===== src/design/lrk_pkg.sv =====
// Shared types, codes and the step microprogram of the Lorenz RK4 integrator.
// No dependencies; imported by every module of the block.
`timescale 1ns / 1ps
`default_nettype none

package lrk_pkg;

  // Input and result words.
  typedef struct packed {
    logic              req_type;
    logic signed [31:0] init_x;
    logic signed [31:0] init_y;
    logic signed [31:0] init_z;
  } in_word_t;

  typedef struct packed {
    logic signed [31:0] out_x;
    logic signed [31:0] out_y;
    logic signed [31:0] out_z;
    logic signed [47:0] time_now;
    logic [15:0]        step_index;
    logic               last_step;
    logic               step_too_small;
    logic               overflow;
  } out_word_t;

  // Configuration register indexes.
  localparam logic [2:0] CFG_SIGMA = 3'd0;
  localparam logic [2:0] CFG_BETA  = 3'd1;
  localparam logic [2:0] CFG_RHO   = 3'd2;
  localparam logic [2:0] CFG_STEP  = 3'd3;
  localparam logic [2:0] CFG_START = 3'd4;
  localparam logic [2:0] CFG_RUNS  = 3'd5;

  localparam logic [0:0] REQ_LOAD = 1'b0;
  localparam logic [0:0] REQ_STEP = 1'b1;

  // Reciprocal of three scaled by 2^33; a shift by 34 divides by six.
  localparam logic [32:0] H6_RECIP = 33'h0_AAAA_AAAB;

  // Last micro-op index of a stage and last stage of a step.
  localparam logic [3:0] UOP_LAST   = 4'd13;
  localparam logic [1:0] STAGE_LAST = 2'd3;

  typedef enum logic [1:0] {
    OP_ADD,
    OP_SUB,
    OP_MUL
  } op_e;

  // Operand and destination selects of the register file.
  typedef enum logic [4:0] {
    R_P0, R_P1, R_P2,
    R_Y0, R_Y1, R_Y2,
    R_D0, R_D1, R_D2,
    R_T0, R_T1, R_T2,
    R_SIG, R_BET, R_RHO,
    R_HH, R_HF, R_H6,
    R_S0, R_S1, R_S2,
    R_ZERO
  } reg_e;

  typedef struct packed {
    op_e  op;
    reg_e a;
    reg_e b;
    reg_e dst;
  } uop_t;

  // Sequencer to datapath control.
  typedef struct packed {
    logic       busy;
    logic       run;
    logic [1:0] stage;
    logic [3:0] idx;
    logic       done;
  } seq_ctl_t;

  // One derivative evaluation (uops 0..7) at the trial state, then either
  // the next trial state or, in the last stage, the state update (8..13).
  function automatic uop_t lrk_ucode(input logic [1:0] stage, input logic [3:0] idx);
    uop_t u;
    reg_e hx;
    logic fin;
    u   = '{op: OP_ADD, a: R_ZERO, b: R_ZERO, dst: R_ZERO};
    hx  = (stage == 2'd2) ? R_HF : R_HH;
    fin = (stage == STAGE_LAST);
    case (idx)
      4'd0:  u = '{op: OP_SUB, a: R_Y1,  b: R_Y0,  dst: R_T0};
      4'd1:  u = '{op: OP_MUL, a: R_T0,  b: R_SIG, dst: R_D0};
      4'd2:  u = '{op: OP_SUB, a: R_RHO, b: R_Y2,  dst: R_T1};
      4'd3:  u = '{op: OP_MUL, a: R_T1,  b: R_Y0,  dst: R_T1};
      4'd4:  u = '{op: OP_SUB, a: R_T1,  b: R_Y1,  dst: R_D1};
      4'd5:  u = '{op: OP_MUL, a: R_Y0,  b: R_Y1,  dst: R_T2};
      4'd6:  u = '{op: OP_MUL, a: R_Y2,  b: R_BET, dst: R_T0};
      4'd7:  u = '{op: OP_SUB, a: R_T2,  b: R_T0,  dst: R_D2};
      4'd8:  u = '{op: OP_MUL, a: fin ? R_S0 : R_D0, b: fin ? R_H6 : hx, dst: R_T0};
      4'd9:  u = '{op: OP_ADD, a: R_P0, b: R_T0, dst: fin ? R_P0 : R_Y0};
      4'd10: u = '{op: OP_MUL, a: fin ? R_S1 : R_D1, b: fin ? R_H6 : hx, dst: R_T0};
      4'd11: u = '{op: OP_ADD, a: R_P1, b: R_T0, dst: fin ? R_P1 : R_Y1};
      4'd12: u = '{op: OP_MUL, a: fin ? R_S2 : R_D2, b: fin ? R_H6 : hx, dst: R_T0};
      4'd13: u = '{op: OP_ADD, a: R_P2, b: R_T0, dst: fin ? R_P2 : R_Y2};
      default: u = '{op: OP_ADD, a: R_ZERO, b: R_ZERO, dst: R_ZERO};
    endcase
    return u;
  endfunction

endpackage

`default_nettype wire


===== src/design/lrk_alu.sv =====
// Shared saturating add, subtract and rounded fixed-point multiply unit.
// Depends on lrk_pkg for the operation codes.
`timescale 1ns / 1ps
`default_nettype none

module lrk_alu #(
  parameter int FRAC_BITS = 24
) (
  input  lrk_pkg::op_e       op_i,
  input  logic signed [34:0] a_i,
  input  logic signed [31:0] b_i,
  output logic signed [31:0] res_o,
  output logic               sat_o
);
  import lrk_pkg::*;

  localparam logic signed [66:0] S32_MAX = 67'sd2147483647;
  localparam logic signed [66:0] S32_MIN = -S32_MAX - 67'sd1;
  localparam logic signed [66:0] RND     = 67'sd1 <<< (FRAC_BITS - 1);

  logic signed [66:0] prod, shf, val;

  // Product rounded to nearest, ties up: add half an LSB, then floor.
  assign prod = 67'(a_i) * 67'(b_i);
  assign shf  = (prod + RND) >>> FRAC_BITS;

  always_comb begin
    unique case (op_i)
      OP_ADD:  val = 67'(a_i) + 67'(b_i);
      OP_SUB:  val = 67'(a_i) - 67'(b_i);
      OP_MUL:  val = shf;
      default: val = '0;
    endcase
  end

  // Saturate to the signed 32-bit range.
  always_comb begin
    sat_o = 1'b0;
    res_o = val[31:0];
    if (val > S32_MAX) begin
      sat_o = 1'b1;
      res_o = 32'sh7FFF_FFFF;
    end else if (val < S32_MIN) begin
      sat_o = 1'b1;
      res_o = 32'sh8000_0000;
    end
  end

endmodule

`default_nettype wire


===== config.mk =====
export PLATFORM = sky130hd
export DESIGN_NAME = lrk_alu
export DESIGN_NICKNAME = d
export VERILOG_FILES = /design/src/design/lrk_pkg.sv /design/src/design/lrk_alu.sv
export SDC_FILE = /design/constraint.sdc
export NUM_CORES = 2
export LEC_CHECK = 0
export ABC_AREA = 0
export BUFFER_PORTS_ARGS = -buffer_cell sky130_fd_sc_hd__buf_2
export CAP_MARGIN = 20
export CORE_AREA = 4 4 274 411
export DETAILED_ROUTE_END_ITERATION = 12
export DIE_AREA = 0 0 278 415
export PLACE_DENSITY = 0.56
export SLEW_MARGIN = 15
export SYNTH_ARGS = -nofsm -noshare
export SYNTH_HDL_FRONTEND = slang
export SYNTH_SLANG_ARGS = --single-unit

===== constraint.sdc =====
create_clock -name vclk -period 14
set_clock_uncertainty 0.15 [all_clocks]
set_input_delay 2.1 -clock vclk [all_inputs]
set_output_delay 2.1 -clock vclk [all_outputs]
set_load 0.01 [all_outputs]

---- After elaboration in Yosys (flattened, before gate mapping) ----
Index checks and enable logic that the tools add are counted.
Widths: inputs -> output; s select.
storage, ports and cells
  output and inout port bits .............. 33
  bits in registers ....................... 0
  input port bits ......................... 69
  logic and storage cells ................. 14
operators by class
  multipliers ............................. 1
  reductions and logical operators ........ 1
  magnitude comparators ................... 2
  $add $sub $neg .......................... 3
  mux-type cells .......................... 5
  eq/ne operators ......................... 2
operator list
  cell                    number
  $pmux 67 s3             1
  $add 67x25->67 const B  1
  $gt 67x32->1 const B    1
  $lt 67x32->1 const B    1
  $mul 35x32->67          1
  $mux 32                 2
  $add 35x32->36          1
  $sub 35x32->36          1
  $eq 2x1->1 const B      1
  $eq 2x2->1 const B      1
  $logic_not 2->1         1
  $mux 1                  2

---- Longest topological paths before layout ----
  depth in word-level cells ............... 6
  gate-level depth with buffers ........... 32
  mapped depth without buffers ............ 29

---- Least setup slack after synthesis ----
OpenSTA, ideal clock, no wires.
  kind .................................... input-to-output
  from .................................... input a_i[34]
  to ...................................... output res_o[10]
  setup slack ............................. 0.497 ns
  data arrival time ....................... 11.253 ns
  required time ........................... 11.750 ns
  stages .................................. 29
  path buffers ............................ 4
  cell sequence ........................... clkbuf_1 -> buf_1 -> nand2_1 -> inv_1 -> fa_1 -> fa_1 -> fa_1 -> inv_1 -> fa_1 -> inv_1 -> fa_1 -> fa_1 -> inv_1 -> fa_1 -> inv_1 -> fa_1 -> ha_1 -> clkbuf_1 -> a21oi_1 -> o21ai_0 -> a221o_1 -> a21oi_1 -> o21ai_0 -> o21ai_0 -> or4b_2 -> o211a_1 -> o21ai_1 -> clkbuf_1 -> o22ai_2
between the ends
  longest elaborated chain between the ends .. 6
  elaborated cells on any way between the ends .. 9
  classes of those cells .................. add/sub: 3; mul: 1; order compare: 2; mux: 3
ends and longest elaborated chain
  element             RTL line       RTL
  start: declaration  lrk_alu.sv:10  input logic signed [34:0] a_i,
  $mul 35x32->67      lrk_alu.sv:24  assign prod = 67'(a_i) * 67'(b_i);
  $add 67x25->67      lrk_alu.sv:25  assign shf = (prod + RND) >>> FRAC_BITS;
  $pmux 67 s3 (*)     lrk_alu.sv:28  unique case (op_i)
  $lt 67x32->1        lrk_alu.sv:43  end else if (val < S32_MIN) begin
  $mux 32             lrk_alu.sv:43
  $mux 32 (*)         lrk_alu.sv:40  if (val > S32_MAX) begin
  end: declaration    lrk_alu.sv:12  output logic signed [31:0] res_o,
Mark *: on every way between the ends. The rest lies on a longest branch, timed or not.

---- Worst setup path in the final report ----
  from .................................... input b_i[16]
  to ...................................... output res_o[10]
between the ends
  longest elaborated chain between the ends .. 6
  elaborated cells on any way between the ends .. 9
  classes of those cells .................. add/sub: 3; mul: 1; order compare: 2; mux: 3
ends and longest elaborated chain
  element             RTL line       RTL
  start: declaration  lrk_alu.sv:11  input logic signed [31:0] b_i,
  $mul 35x32->67      lrk_alu.sv:24
  $add 67x25->67      lrk_alu.sv:25
  $pmux 67 s3 (*)     lrk_alu.sv:28
  $lt 67x32->1        lrk_alu.sv:43
  $mux 32             lrk_alu.sv:43
  $mux 32 (*)         lrk_alu.sv:40
Marks and branches as above.

==> impl_metrics.tcl <==
set metrics [dict create \
    yosys.area.top_type_share 0.543 \
    critPathKind "input port to output pin" \
    fin_cells 6282 \
    core_area_sq_um 109000 \
    seq_area_sq_um 0 \
    whs_path_depth 5 \
    drc_errors 0 \
    setup_viol 0 \
    vias_per_cell 5.40 \
    yosysWarnings 0 \
    grt_setup_unrepaired "no" \
    final_max_slew_viol_count 0 \
    pin_count 102 \
    synth_top_area_cell "fa_1" \
    hpwl_um 132000 \
    syn_inst 4859 \
    crit_required_ns 11.75 \
    min_to "res_o[0]" \
    die_h_um 415 \
    antenna_found_initial 14 \
    min_from "op_i[1]" \
    final_hold_viol_count 0 \
    grt_use_total 0.269 \
    grt_pass1_vias 38200 \
    worst_pin_slew_ns 1.03 \
    cpPeakStageDelay_ns 0.56 \
    dp_cells 6269 \
    num_rows 149 \
    fin_crit_sh 0.976 \
    max_freq_ghz 0.0732 \
    hold_slack_ns 4.84 \
    grt_overflow 0 \
    start_util 0.397 \
    max-cap-violations 0 \
    fin_util 0.420 \
    synthesis.area_sq_um 43300 \
    n_clock_buffer 0 \
    fin_tns_setup_ns 0 \
    outcome "completed" \
    die_area_sq_um 115000 \
    grt_pass1_wl_um 235000 \
    crit_fanout 33 \
    netlist_top_cells_count "1174 x fa_1, 1095 x inv_1, 623 x nand2_1" \
    synth.area.top_cells "fa_1 54%, inv_1 9.5%, ha_1 7.5%, and2_1 6.5%, nand2_1 5.4%" \
    first_pass_iters 8 \
    yosysMostFrequentCell "fa_1" \
    avgSynthCellArea_sq_um 8.91 \
    critPathSlowestCell "ha_1" \
    ant_nets 0 \
    endpoint_kind "output pin" \
    wl_um 154000 \
    grt_max_degree 67 \
    gp_congestion 1.02 \
    cp-start-kind "input port" \
    wl_per_cell_um 24.5 \
    nNetsFinal 6340 \
    area_growth_pct 5.90 \
    drive_above_1_share 0.0645 \
    relSlewSlack 0.313 \
    synth_nets 6360 \
    seq_cell_count 0 \
    hp-class "input port to output pin" \
    io_buffers 102 \
    seq_area_frac_synth 0 \
    drt_iter0_drc 1979 \
    cp_common_cell "fa_1" \
    synth.distinct_cells 86 \
    die_w_um 278 \
    cp_data_arrival_time_ns 11.42 \
    period_needed_ns 13.67 \
    crit_start "b_i[16]" \
    num_vias 33900 \
    hold_buffers 0 \
]
cells in the final DEF (no fill, tap or decap), types with 26 or more instances in the layout:
cell type,Yosys,layout
fa_1,1174,1172
nor2_1,186,185
inv_1,1095,1094
buf_2,13,102
xnor2_1,51,51
nand2_1,623,623
nand4_1,31,31
and2_1,449,449
xor2_1,26,26
o22ai_2,29,29
nor3_1,36,36
buf_4,1,143
o21ai_0,93,93
ha_1,258,258
a21oi_1,133,132
nand3_1,33,33
timing repair:
item	in CTS	in global routing
resized for setup	0	5
endpoints found under the setup margin	0	32
buffers inserted	0	2
worst max-delay path: cells and delay by family:
family | cells | cell delay, ns
compound gates | 4 | 1.02
fa+ha+maj | 10 | 5.05
buf+inv | 7 | 1.22
simple gates | 7 | 1.98
area by class of cell:
type | instances | area, sq um
fillers | 11200 | 63400
multi-input cells | 3484 | 38200
inverters | 1099 | 4130
well taps | 1434 | 1790
repair buffers | 254 | 1760
diodes | 11 | 27.5
metrics by stage:
step | instance area, sq um | setup slack, ns
finish | 45900 | 0.332
global placement | 45800 | 0.469
global route | 45900 | 0.0387
detailed placement | 45800 | 0.370
CTS | 45800 | 0.325
floorplan | 43300 | 0.497
layer usage:
layer / vias to the layer above / wire length, um / part of all wire / track usage
li1: 14500 / - / - / -
met1: 17900 / 53600 / 0.35 / 0.299
met2: 1165 / 81200 / 0.53 / 0.497
met3: 410 / 6980 / 0.045 / 0.0221
met4: 2 / 12200 / 0.079 / 0.162
met5: - / 12 / 0.000078 / 0
worst max-delay path by stage:
stage	to	slack (ns)	depth (start not counted)
4_1_cts	sat_o	0.32	28
2_1_floorplan	res_o[10]	0.50	29
6_report	res_o[10]	0.33	28
5_1_grt	res_o[0]	0.04	29
3_5_place_dp	sat_o	0.37	28
3_3_place_gp	res_o[16]	0.47	28
logic make-up after synthesis:
| kind of cell | share of synthesized area |
|---|---|
| mux | 0.00214 |
| compound gates | 0.0810 |
| xor+xnor | 0.0156 |
| fa+ha+maj | 0.617 |
| simple gates | 0.164 |
| buf+inv | 0.120 |
Power is left out: the tool's default activity adds up to more than one toggle a clock period on the data nets, which glitch-free logic cannot reach.
