**src/design/lrk_pkg.sv**
```systemverilog
// Shared types, codes and the step microprogram of the Lorenz RK4 integrator.
// No dependencies; imported by every module of the block.
`timescale 1ns / 1ps
`default_nettype none

package lrk_pkg;

  // Input and result words.
  typedef struct packed {
    logic              req_type;
    logic signed [31:0] init_x;
    logic signed [31:0] init_y;
    logic signed [31:0] init_z;
  } in_word_t;

  typedef struct packed {
    logic signed [31:0] out_x;
    logic signed [31:0] out_y;
    logic signed [31:0] out_z;
    logic signed [47:0] time_now;
    logic [15:0]        step_index;
    logic               last_step;
    logic               step_too_small;
    logic               overflow;
  } out_word_t;

  // Configuration register indexes.
  localparam logic [2:0] CFG_SIGMA = 3'd0;
  localparam logic [2:0] CFG_BETA  = 3'd1;
  localparam logic [2:0] CFG_RHO   = 3'd2;
  localparam logic [2:0] CFG_STEP  = 3'd3;
  localparam logic [2:0] CFG_START = 3'd4;
  localparam logic [2:0] CFG_RUNS  = 3'd5;

  localparam logic [0:0] REQ_LOAD = 1'b0;
  localparam logic [0:0] REQ_STEP = 1'b1;

  // Reciprocal of three scaled by 2^33; a shift by 34 divides by six.
  localparam logic [32:0] H6_RECIP = 33'h0_AAAA_AAAB;

  // Last micro-op index of a stage and last stage of a step.
  localparam logic [3:0] UOP_LAST   = 4'd13;
  localparam logic [1:0] STAGE_LAST = 2'd3;

  typedef enum logic [1:0] {
    OP_ADD,
    OP_SUB,
    OP_MUL
  } op_e;

  // Operand and destination selects of the register file.
  typedef enum logic [4:0] {
    R_P0, R_P1, R_P2,
    R_Y0, R_Y1, R_Y2,
    R_D0, R_D1, R_D2,
    R_T0, R_T1, R_T2,
    R_SIG, R_BET, R_RHO,
    R_HH, R_HF, R_H6,
    R_S0, R_S1, R_S2,
    R_ZERO
  } reg_e;

  typedef struct packed {
    op_e  op;
    reg_e a;
    reg_e b;
    reg_e dst;
  } uop_t;

  // Sequencer to datapath control.
  typedef struct packed {
    logic       busy;
    logic       run;
    logic [1:0] stage;
    logic [3:0] idx;
    logic       done;
  } seq_ctl_t;

  // One derivative evaluation (uops 0..7) at the trial state, then either
  // the next trial state or, in the last stage, the state update (8..13).
  function automatic uop_t lrk_ucode(input logic [1:0] stage, input logic [3:0] idx);
    uop_t u;
    reg_e hx;
    logic fin;
    u   = '{op: OP_ADD, a: R_ZERO, b: R_ZERO, dst: R_ZERO};
    hx  = (stage == 2'd2) ? R_HF : R_HH;
    fin = (stage == STAGE_LAST);
    case (idx)
      4'd0:  u = '{op: OP_SUB, a: R_Y1,  b: R_Y0,  dst: R_T0};
      4'd1:  u = '{op: OP_MUL, a: R_T0,  b: R_SIG, dst: R_D0};
      4'd2:  u = '{op: OP_SUB, a: R_RHO, b: R_Y2,  dst: R_T1};
      4'd3:  u = '{op: OP_MUL, a: R_T1,  b: R_Y0,  dst: R_T1};
      4'd4:  u = '{op: OP_SUB, a: R_T1,  b: R_Y1,  dst: R_D1};
      4'd5:  u = '{op: OP_MUL, a: R_Y0,  b: R_Y1,  dst: R_T2};
      4'd6:  u = '{op: OP_MUL, a: R_Y2,  b: R_BET, dst: R_T0};
      4'd7:  u = '{op: OP_SUB, a: R_T2,  b: R_T0,  dst: R_D2};
      4'd8:  u = '{op: OP_MUL, a: fin ? R_S0 : R_D0, b: fin ? R_H6 : hx, dst: R_T0};
      4'd9:  u = '{op: OP_ADD, a: R_P0, b: R_T0, dst: fin ? R_P0 : R_Y0};
      4'd10: u = '{op: OP_MUL, a: fin ? R_S1 : R_D1, b: fin ? R_H6 : hx, dst: R_T0};
      4'd11: u = '{op: OP_ADD, a: R_P1, b: R_T0, dst: fin ? R_P1 : R_Y1};
      4'd12: u = '{op: OP_MUL, a: fin ? R_S2 : R_D2, b: fin ? R_H6 : hx, dst: R_T0};
      4'd13: u = '{op: OP_ADD, a: R_P2, b: R_T0, dst: fin ? R_P2 : R_Y2};
      default: u = '{op: OP_ADD, a: R_ZERO, b: R_ZERO, dst: R_ZERO};
    endcase
    return u;
  endfunction

endpackage

`default_nettype wire

```
**src/design/lrk_seq.sv**
```systemverilog
// Sequencer: walks four stages of fourteen micro-ops for a step word.
// Depends on lrk_pkg for the control struct.
`timescale 1ns / 1ps
`default_nettype none

module lrk_seq (
  input  logic              clk_i,
  input  logic              rst_ni,
  input  logic              start_step_i,
  input  logic              start_load_i,
  input  logic              out_free_i,
  output lrk_pkg::seq_ctl_t ctl_o
);
  import lrk_pkg::*;

  typedef enum logic [2:0] {
    ST_IDLE = 3'b001,
    ST_RUN  = 3'b010,
    ST_FIN  = 3'b100
  } state_e;

  state_e     state_q, state_d;
  logic [1:0] stage_q, stage_d;
  logic [3:0] idx_q, idx_d;

  // Next state and micro-op counters.
  always_comb begin
    state_d = state_q;
    stage_d = stage_q;
    idx_d   = idx_q;
    unique case (state_q)
      ST_IDLE: begin
        stage_d = '0;
        idx_d   = '0;
        if (start_step_i) begin
          state_d = ST_RUN;
        end else if (start_load_i) begin
          state_d = ST_FIN;
        end
      end
      ST_RUN: begin
        if (idx_q == UOP_LAST) begin
          idx_d = '0;
          if (stage_q == STAGE_LAST) begin
            state_d = ST_FIN;
          end else begin
            stage_d = stage_q + 2'd1;
          end
        end else begin
          idx_d = idx_q + 4'd1;
        end
      end
      ST_FIN: begin
        if (out_free_i) begin
          state_d = ST_IDLE;
        end
      end
      default: state_d = ST_IDLE;
    endcase
  end

  always_ff @(posedge clk_i or negedge rst_ni) begin
    if (!rst_ni) begin
      state_q <= ST_IDLE;
      stage_q <= '0;
      idx_q   <= '0;
    end else begin
      state_q <= state_d;
      stage_q <= stage_d;
      idx_q   <= idx_d;
    end
  end

  assign ctl_o.busy  = (state_q != ST_IDLE);
  assign ctl_o.run   = (state_q == ST_RUN);
  assign ctl_o.stage = stage_q;
  assign ctl_o.idx   = idx_q;
  assign ctl_o.done  = (state_q == ST_FIN) && out_free_i;

endmodule

`default_nettype wire

```
**config.mk**
```make
export PLATFORM = sky130hd
export DESIGN_NAME = lrk_seq
export DESIGN_NICKNAME = d
export VERILOG_FILES = /design/src/design/lrk_pkg.sv /design/src/design/lrk_seq.sv
export SDC_FILE = /design/constraint.sdc
export NUM_CORES = 1
export LEC_CHECK = 0
export BUFFER_PORTS_ARGS = -buffer_cell sky130_fd_sc_hd__buf_2
export CAP_MARGIN = 20
export CORE_UTILIZATION = 40
export CTS_CLUSTER_SIZE = 20
export DETAILED_ROUTE_END_ITERATION = 16
export PLACE_DENSITY = 0.6
export REMOVE_ABC_BUFFERS = 1
export SLEW_MARGIN = 20
export SYNTH_ARGS = -nofsm -noshare
export SYNTH_HDL_FRONTEND = slang
export SYNTH_SLANG_ARGS = --single-unit
export TNS_END_PERCENT = 20
```
**constraint.sdc**
```tcl
create_clock -name clk_i -period 2 [get_ports clk_i]
set_input_delay 0 -clock clk_i [delete_from_list [all_inputs] [get_ports clk_i]]
set_output_delay 0 -clock clk_i [all_outputs]
set_load 0.02 [all_outputs]
```
Yosys cells after proc, flatten, opt, wreduce, memory -nomap -nowiden
Index checks and enable logic that the tools add are counted.
{"block": "classes", "add_sub_neg": 2, "n_eq_ne": 11, "muxes": 11, "reduce_logical": 4}
{"cell": "$mux 3", "count": 5}
{"cell": "$pmux 3 s3", "count": 1}
{"cell": "$pmux 4 s2", "count": 1}
{"cell": "$add 4x1->4 const B", "count": 1}
{"cell": "$eq 4x4->1 const B", "count": 1}
{"cell": "$mux 2", "count": 2}
{"cell": "$mux 4", "count": 1}
{"cell": "$ne 2x1->1 const B", "count": 2}
{"cell": "$ne 2x2->1 const B", "count": 2}
{"cell": "$pmux 2 s2", "count": 1}
{"cell": "$reduce_and 4->1", "count": 1}
{"cell": "$eq 3x1->1 const B", "count": 1}
{"cell": "$eq 3x2->1 const B", "count": 1}
{"cell": "$eq 3x3->1 const B", "count": 1}
{"cell": "$ne 3x1->1 const B", "count": 1}
{"cell": "$ne 3x3->1 const B", "count": 1}
{"cell": "$reduce_and 3->1", "count": 1}
{"cell": "$add 2x1->2 const B", "count": 1}
{"cell": "$eq 2x2->1 const B", "count": 1}
{"cell": "$reduce_bool 2->1", "count": 1}
{"cell": "$logic_and 1x1->1", "count": 1}
{"block": "totals", "ff_bits": 9, "inputBits": 5, "output_inout_bits": 9, "elab_cells": 31}

Longest topological paths before layout
Gate-level depths: netlist of the first run.
{"block": "depth", "depth_word": 4, "mapped_depth": 5, "ltp_nobuf": 5}

Least setup slack after synthesis of the first run
OpenSTA, ideal clock, no wires.
{"block": "synth_path", "path_type": "register to register", "start": "register idx_q[1]", "end": "register idx_q[0]", "setup_time_ns": 0.069, "arrival_ns": 1.435, "t_required_ns": 1.931, "path_slack_ns": 0.496, "stages_incl_launch_ff": 6, "n_path_buf": 0, "synth_period_minus_slack_ns": 1.504, "path_cell_list": "dfrtp_1 -> inv_1 -> ha_1 -> and3_2 -> or4_1 -> nand3_1"}
{"block": "synth_via", "elab_chain_cells": 3}
{"element": "start: declaration", "line": "lrk_seq.sv:24", "rtl": "logic [3:0] idx_q, idx_d;"}
{"element": "start signal: assignment", "line": "lrk_seq.sv:70", "rtl": "idx_q <= idx_d;"}
{"element": "$eq 4x4->1", "line": "lrk_seq.sv:42", "rtl": "if (idx_q == UOP_LAST) begin"}
{"element": "$mux 4", "line": "lrk_seq.sv:42"}
{"element": "$pmux 4 s2", "line": "lrk_seq.sv:31", "rtl": "unique case (state_q)"}
No other way between the ends.
A chain may end at the register's enable or synchronous reset.

==> results of run 1 <==
worst max-delay path, delay by kind of cell, from the launching register on:
kind                   cells  cell delay, ns
DFF                        1            0.52
and+or+nand+nor            2            0.63
buffers and inverters      1            0.15
area by class of cell:
type / instances / area share [%]
Timing Repair Buffer: 15 / 12.1
Clock buffer: 4 / 3.72
Multi-Input combinational cell: 50 / 47.9
Sequential cell: 9 / 32.1
Inverter: 3 / 1.60
Tap cell: 15 / 2.66
state kept, by name (all words and copies together), names as in the netlist:
signal   cells
state_q      3
stage_q      2
idx_q        4
per-layer routing:
layer	routed length [um]	part of all wire, %
met1	698	53
met5	0	0
met3	28	2.1
met2	582	44
met4	12	0.91
worst max-delay path by stage:
stage,end,slack (ns)
after global placement,idx_q[1]$_DFFE_PN0P_,0.53
final,ctl_o[0],0.43
after detailed placement,idx_q[0]$_DFFE_PN0P_,0.54
after CTS,ctl_o[0],0.40
after global routing,ctl_o[0],0.32
after floorplan,idx_q[1]$_DFFE_PN0P_,0.50
power groups by stage:
stage	combinational (mW)	clock [mW]	sequential, mW
floorplan	0.165	0	0.321
global placement	0.251	0	0.341
detailed placement	0.247	0	0.336
CTS	0.252	0.157	0.332
global route	0.280	0.162	0.348
finish	0.247	0.148	0.335
cell usage after synthesis (2+ instances only):
library cell / instances / share of area, %
dfrtp_1: 8 / 34
o21ai_0: 7 / 5.9
nand3_1: 6 / 5.0
nor2_1: 5 / 3.1
nand2_1: 4 / 2.5
or4_1: 4 / 5.0
ha_1: 3 / 6.3
inv_1: 3 / 1.9
o211ai_1: 3 / 3.8
a21oi_1: 2 / 1.7
buf_2: 2 / 1.7
nand2b_1: 2 / 2.1
per-stage QoR:
step	std cells	area [um^2]
after floorplan	62	576
after global placement	90	659
after detailed placement	90	659
after CTS	96	706
after global routing	96	706
final	96	706
logic make-up (layout without fill, tap and decap cells):
logic type      after synthesis  count (layout)
compound gates               19              19
fa+ha+maj                     3               3
buf+inv                       7              22
flops                         9               9
simple gates                 28              28
repair_timing:
item	4_1_cts	5_1_grt
setup buffers	0	0
hold buffers	2	0
endpoints found under the hold margin	10	0
==> out/qor.yml, run 1 <==
run_status:
  status: "finished clean"
sta:
  skew_ns: 0.00235
  setup_violations: 0
  timing.final.crit_share_pct: 78.5
  fin_setup_tns_ns: 0
  slew_violations: 0
  worst_slew_pin_slew_ns: 0.441
  holdWs_ns: 0.0173
  period_needed_ns: 1.57
  fmax_mhz: 637
  rsz0062_at_grt: "false"
  final_hold_viol_count: 0
  timing.slew.headroom_pct: 70.5
  fin_ws_ns: 0.430
synthesis:
  muxShareOfSynthArea_pct: 0
  synthDistinctLibCells: 29
  synth_top_family_by_area: "simple AND/OR/NAND/NOR gates"
  ys_seq_area_share_pct: 37.9
  synth_area_um2: 597
  synth_xor_area_share_pct: 0
  synth_compound_area_share_pct: 21.8
  synth_edf_count: 0
  synth-seq-cells: 9
  async_flop_share_pct: 100
  synth_fa_ha_area_share_pct: 6.29
  ys.flop_type: "dfrtp_1"
  syn_area_per_cell_um2: 9.04
  yosysWarnings: 0
  synthSimpleGateAreaFrac_pct: 28.5
  syn_inst: 66
worst_setup_path:
  r2r_slack_ns: 0.52
  rr_endpoint: "idx_q[1]$_DFFE_PN0P_"
  cp-start-kind: "register"
  cp_slowest_stage_delay_ns: 0.52
  worstSetupPathType: "reg2out"
  worstPathCellList: "nor2_1 > and3_1 > buf_2"
  regToRegStartpoint: "idx_q[0]$_DFFE_PN0P_"
  cp.required_ns: 2.00
  end_kind: "output port"
  arrival_ns: 1.57
  critPathSlowestCell: "dfrtp_1"
  startpoint: "state_q[1]$_DFFE_PN0P_"
  cp_max_fo: 11
  reg2reg_depth: 4
global_routing:
  grtUsageMet3_pct: 3.26
  busiest_layer: "met1"
  grt_max_degree: 21
  grt_remaining_overflow: 0
  grt_antenna_before_repair: 0
  met1_usage_pct: 29.8
  grt_usage_pct: 20.7
  grt_pass1_vias: 441
  grt_pass1_wl_um: 2170
  use_met2_pct: 28.6
power_and_ir_drop:
  ir_drop_v: 0.000519
  power_frac_seq_pct: 45.8
  p_sw_share_pct: 44.6
  combPwrFrac_pct: 33.9
  clkPwrFrac_pct: 20.2
  p_int_uw: 404
  p_per_area_nw_per_um2: 1030
  finalPower_uw: 730
  p_leak_nw: 0.332
  p_switching_uw: 326
clock_tree:
  ctsResizeCount: 0
  cts_tree: "done"
  cts_sinks: 9
  clock_latency_ns: 0.26
  clock_path_buffers: 2
  root_buffer: "clkbuf_4"
  htreeDepth: 1
  path_clk_slew_ns: 0.07
  numCtsBuffers: 3
drt:
  drt_pass1_iterations: 4
  wire_per_inst_um: 13.8
  drt-initial-drc-count: 6
  wl_um: 1320
  routed_via_density: 5.86
  num_vias: 563
  ant_nets: 0
  drc_errors: 0
placed_design:
  dp_hpwl_um: 870
  gp_congestion: 0.666
  place_ws_ns: 0.545
  port_buffers: 13
floorplan:
  die-area_um2: 1650
  die_y_um: 40.6
  die_w_um: 40.6
  core-area_um2: 1350
  rows: 13
  start_util_pct: 44.2
  ioPinCount: 14
worst_hold_path:
  min_path_type: "in2reg"
  min-delay-start: "start_step_i"
  holdPathEnd: "state_q[1]$_DFFE_PN0P_"
  whs_path_depth: 2
layout:
  final_common_cell: "buf_2"
  multi_input_area_um2: 338
  mostFrequentLayoutCells: "13 x buf_2, 8 x dfrtp_1, 7 x o21ai_0"
  fill_cells: 138
  syn_to_final_growth_pct: 18.2
  n_antenna_cell: 0
  layout.area.seq_um2: 226
  drive_gt1_share_pct: 24.7
  fin_nets: 90
  post-route-util_pct: 52.3
flow_run:
  max_cap_violations: 0
(Power assumes the default switching activity.)
==> run 2, diff against run 1 <==
==> constraint.sdc (replaced) <==
create_clock -name clk_i -period 1.55 [get_ports clk_i]
set_input_delay 0 -clock clk_i [delete_from_list [all_inputs] [get_ports clk_i]]
set_output_delay 0 -clock clk_i [all_outputs]
set_load 0.02 [all_outputs]
==> run 2 against run 1 <==
Net effect:
- die area stayed put
- sequential power is 9.6% higher
- wire length is 2.6% higher
- combinational power is 83% higher
- utilization is 3.0 points higher
==> out/qor.yml, run 2 (synthesis gave the netlist of run 1 again) <==
sta:
  setup_violations: 0  # unchanged
  worst_slew_pin_slew_ns: 0.300  # -0.141 ns
  period_needed_ns: 1.43
  rsz0062_at_grt: "false"
  holdWs_ns: 0.0215  # +0.00421 ns
  slew_violations: 0  # unchanged
  timing.final.crit_share_pct: 92.4
  timing.slew.headroom_pct: 79.7  # +9.2 points
  fmax_mhz: 699
  final_hold_viol_count: 0  # unchanged
  skew_ns: 0.00198  # -0.000372 ns
  fin_ws_ns: 0.119  # -0.312 ns
  fin_setup_tns_ns: 0  # unchanged
clock_tree:
  htreeDepth: 1  # unchanged
  clock_latency_ns: 0.26  # about the same
  cts_sinks: 9  # unchanged
  path_clk_slew_ns: 0.07  # about the same
  cts_setup_buffers: 0  # unchanged
  cts_tree: "done"
  clock_path_buffers: 2  # unchanged
  numCtsBuffers: 3  # unchanged
  root_buffer: "clkbuf_4"
layout:
  drive_gt1_share_pct: 30.2  # +5.5 points
  syn_to_final_growth_pct: 24.9
  fin_nets: 95  # +5.6%
  post-route-util_pct: 55.2  # +3.0 points
  final_common_cell: "buf_2"
  n_antenna_cell: 0  # unchanged
  mostFrequentLayoutCells: "13 x buf_2, 8 x dfrtp_1, 7 x o21ai_0"
  reg.largest.list: "idx_q (4), state_q (3), stage_q (2)"
  largest_reg_flops: 4  # unchanged
  top_register: "idx_q"
floorplan:
  ioPinCount: 14  # unchanged
  core-area_um2: 1350  # unchanged
  die_w_um: 40.6  # unchanged
  start_util_pct: 44.2  # unchanged
  die_y_um: 40.6  # unchanged
  die-area_um2: 1650  # unchanged
  rows: 13  # unchanged
drt:
  wl_met3_um: 43  # +54%
  num_vias: 577  # +2.5%
  met1_length_um: 680  # -2.6%
  drc_errors: 0  # unchanged
  drt-initial-drc-count: 10  # +4
  dr_wl_met2_um: 624  # +7.2%
  routed_via_density: 5.71  # -2.6%
  routed.top_layer: "met4"
  ant_nets: 0  # unchanged
  wl_um: 1360  # +2.6%
  wire_per_inst_um: 13.4  # -2.4%
  drt_pass1_iterations: 4  # unchanged
worst_setup_path:
  r2r_slack_ns: 0.12  # -0.40 ns
  regToRegStartpoint: "stage_q[0]$_DFFE_PN0P_"
  end_kind: "register"
  arrival_ns: 1.61  # +0.04 ns
  cp-start-kind: "register"
  cp.required_ns: 1.73  # -0.27 ns
  rr_endpoint: "stage_q[0]$_DFFE_PN0P_"
  startpoint: "stage_q[0]$_DFFE_PN0P_"
  reg2reg_depth: 3  # -1
  worstSetupPathType: "reg2reg"
  endpoint: "stage_q[0]$_DFFE_PN0P_"
  cp_max_fo: 5  # -6
global_routing:
  grt_remaining_overflow: 0  # unchanged
  grt_antenna_before_repair: 0  # unchanged
  grt_max_degree: 12  # -43%
  grt_usage_pct: 21.8  # +1.1 points
  grt_pass1_wl_um: 2330  # +7.7%
  grt_pass1_vias: 517  # +17%
flow_run:
  max_cap_violations: 0  # unchanged
placed_design:
  place_ws_ns: 0.129  # -0.416 ns
  port_buffers: 13  # unchanged
  dp_hpwl_um: 961  # +10%
  gp_congestion: 0.687  # +3.2%
power_and_ir_drop:
  ir_drop_v: 0.000713  # +37%
  p_per_area_nw_per_um2: 1350  # +31%
  finalPower_mw: 1.01  # +38%
  p_leak_nw: 0.357  # +7.7%
worst_hold_path:
  min_path_type: "in2reg"
run_status:
  status: "finished clean"
## run 2: worst min path at each step
stage,startpoint,end,slack (ns),cells past startpoint
5_1_grt,start_step_i,state_q[1]$_DFFE_PN0P_,0.04,2
3_5_place_dp,rst_ni,idx_q[2]$_DFFE_PN0P_,-0.13,1
6_report,start_step_i,state_q[1]$_DFFE_PN0P_,0.02,2
3_3_place_gp,rst_ni,idx_q[3]$_DFFE_PN0P_,-0.13,1
4_1_cts,start_step_i,state_q[1]$_DFFE_PN0P_,0.02,2
2_1_floorplan,rst_ni,idx_q[0]$_DFFE_PN0P_,-0.30,0
## run 2: critical path: stages (launching register included)
cell and delay (ns):
dfrtp_1 0.41, ha_1 0.28, or4_1 0.51, o211ai_1 0.16
## run 2: repair_timing
| item | 4_1_cts | 5_1_grt |
|---|---|---|
| endpoints found under the setup margin | 0 | 1 |
| gates resized for setup | 0 | 1 |
| hold buffers | 2 | 0 |
| endpoints found under the hold margin | 10 | 0 |
## run 2: final cells by class
type | instances | area (um^2)
Clock buffer | 4 | 26.3
Fill cell | 130 | 604
Inverter | 3 | 11.3
Multi-Input combinational cell | 50 | 340
Sequential cell | 9 | 226
Tap cell | 15 | 18.8
Timing Repair Buffer | 20 | 123
## run 2: power by group
part,internal (mW),switching [mW],total [mW]
Clock,0.0994,0.0905,0.190
Combinational,0.187,0.265,0.452
Sequential,0.291,0.0766,0.367
Total,0.577,0.432,1.01
## run 2: layer usage
layer  up-vias  track usage [%]
met3         4             3.26
met2        14             33.7
met5         -                0
li1        293                -
met1       266             29.6
met4         0             10.0
## run 2: per-stage QoR
stage	instances	cell area, um^2
3_3_place_gp	95	697
2_1_floorplan	62	576
3_5_place_dp	95	697
6_report	101	746
5_1_grt	101	746
4_1_cts	101	743
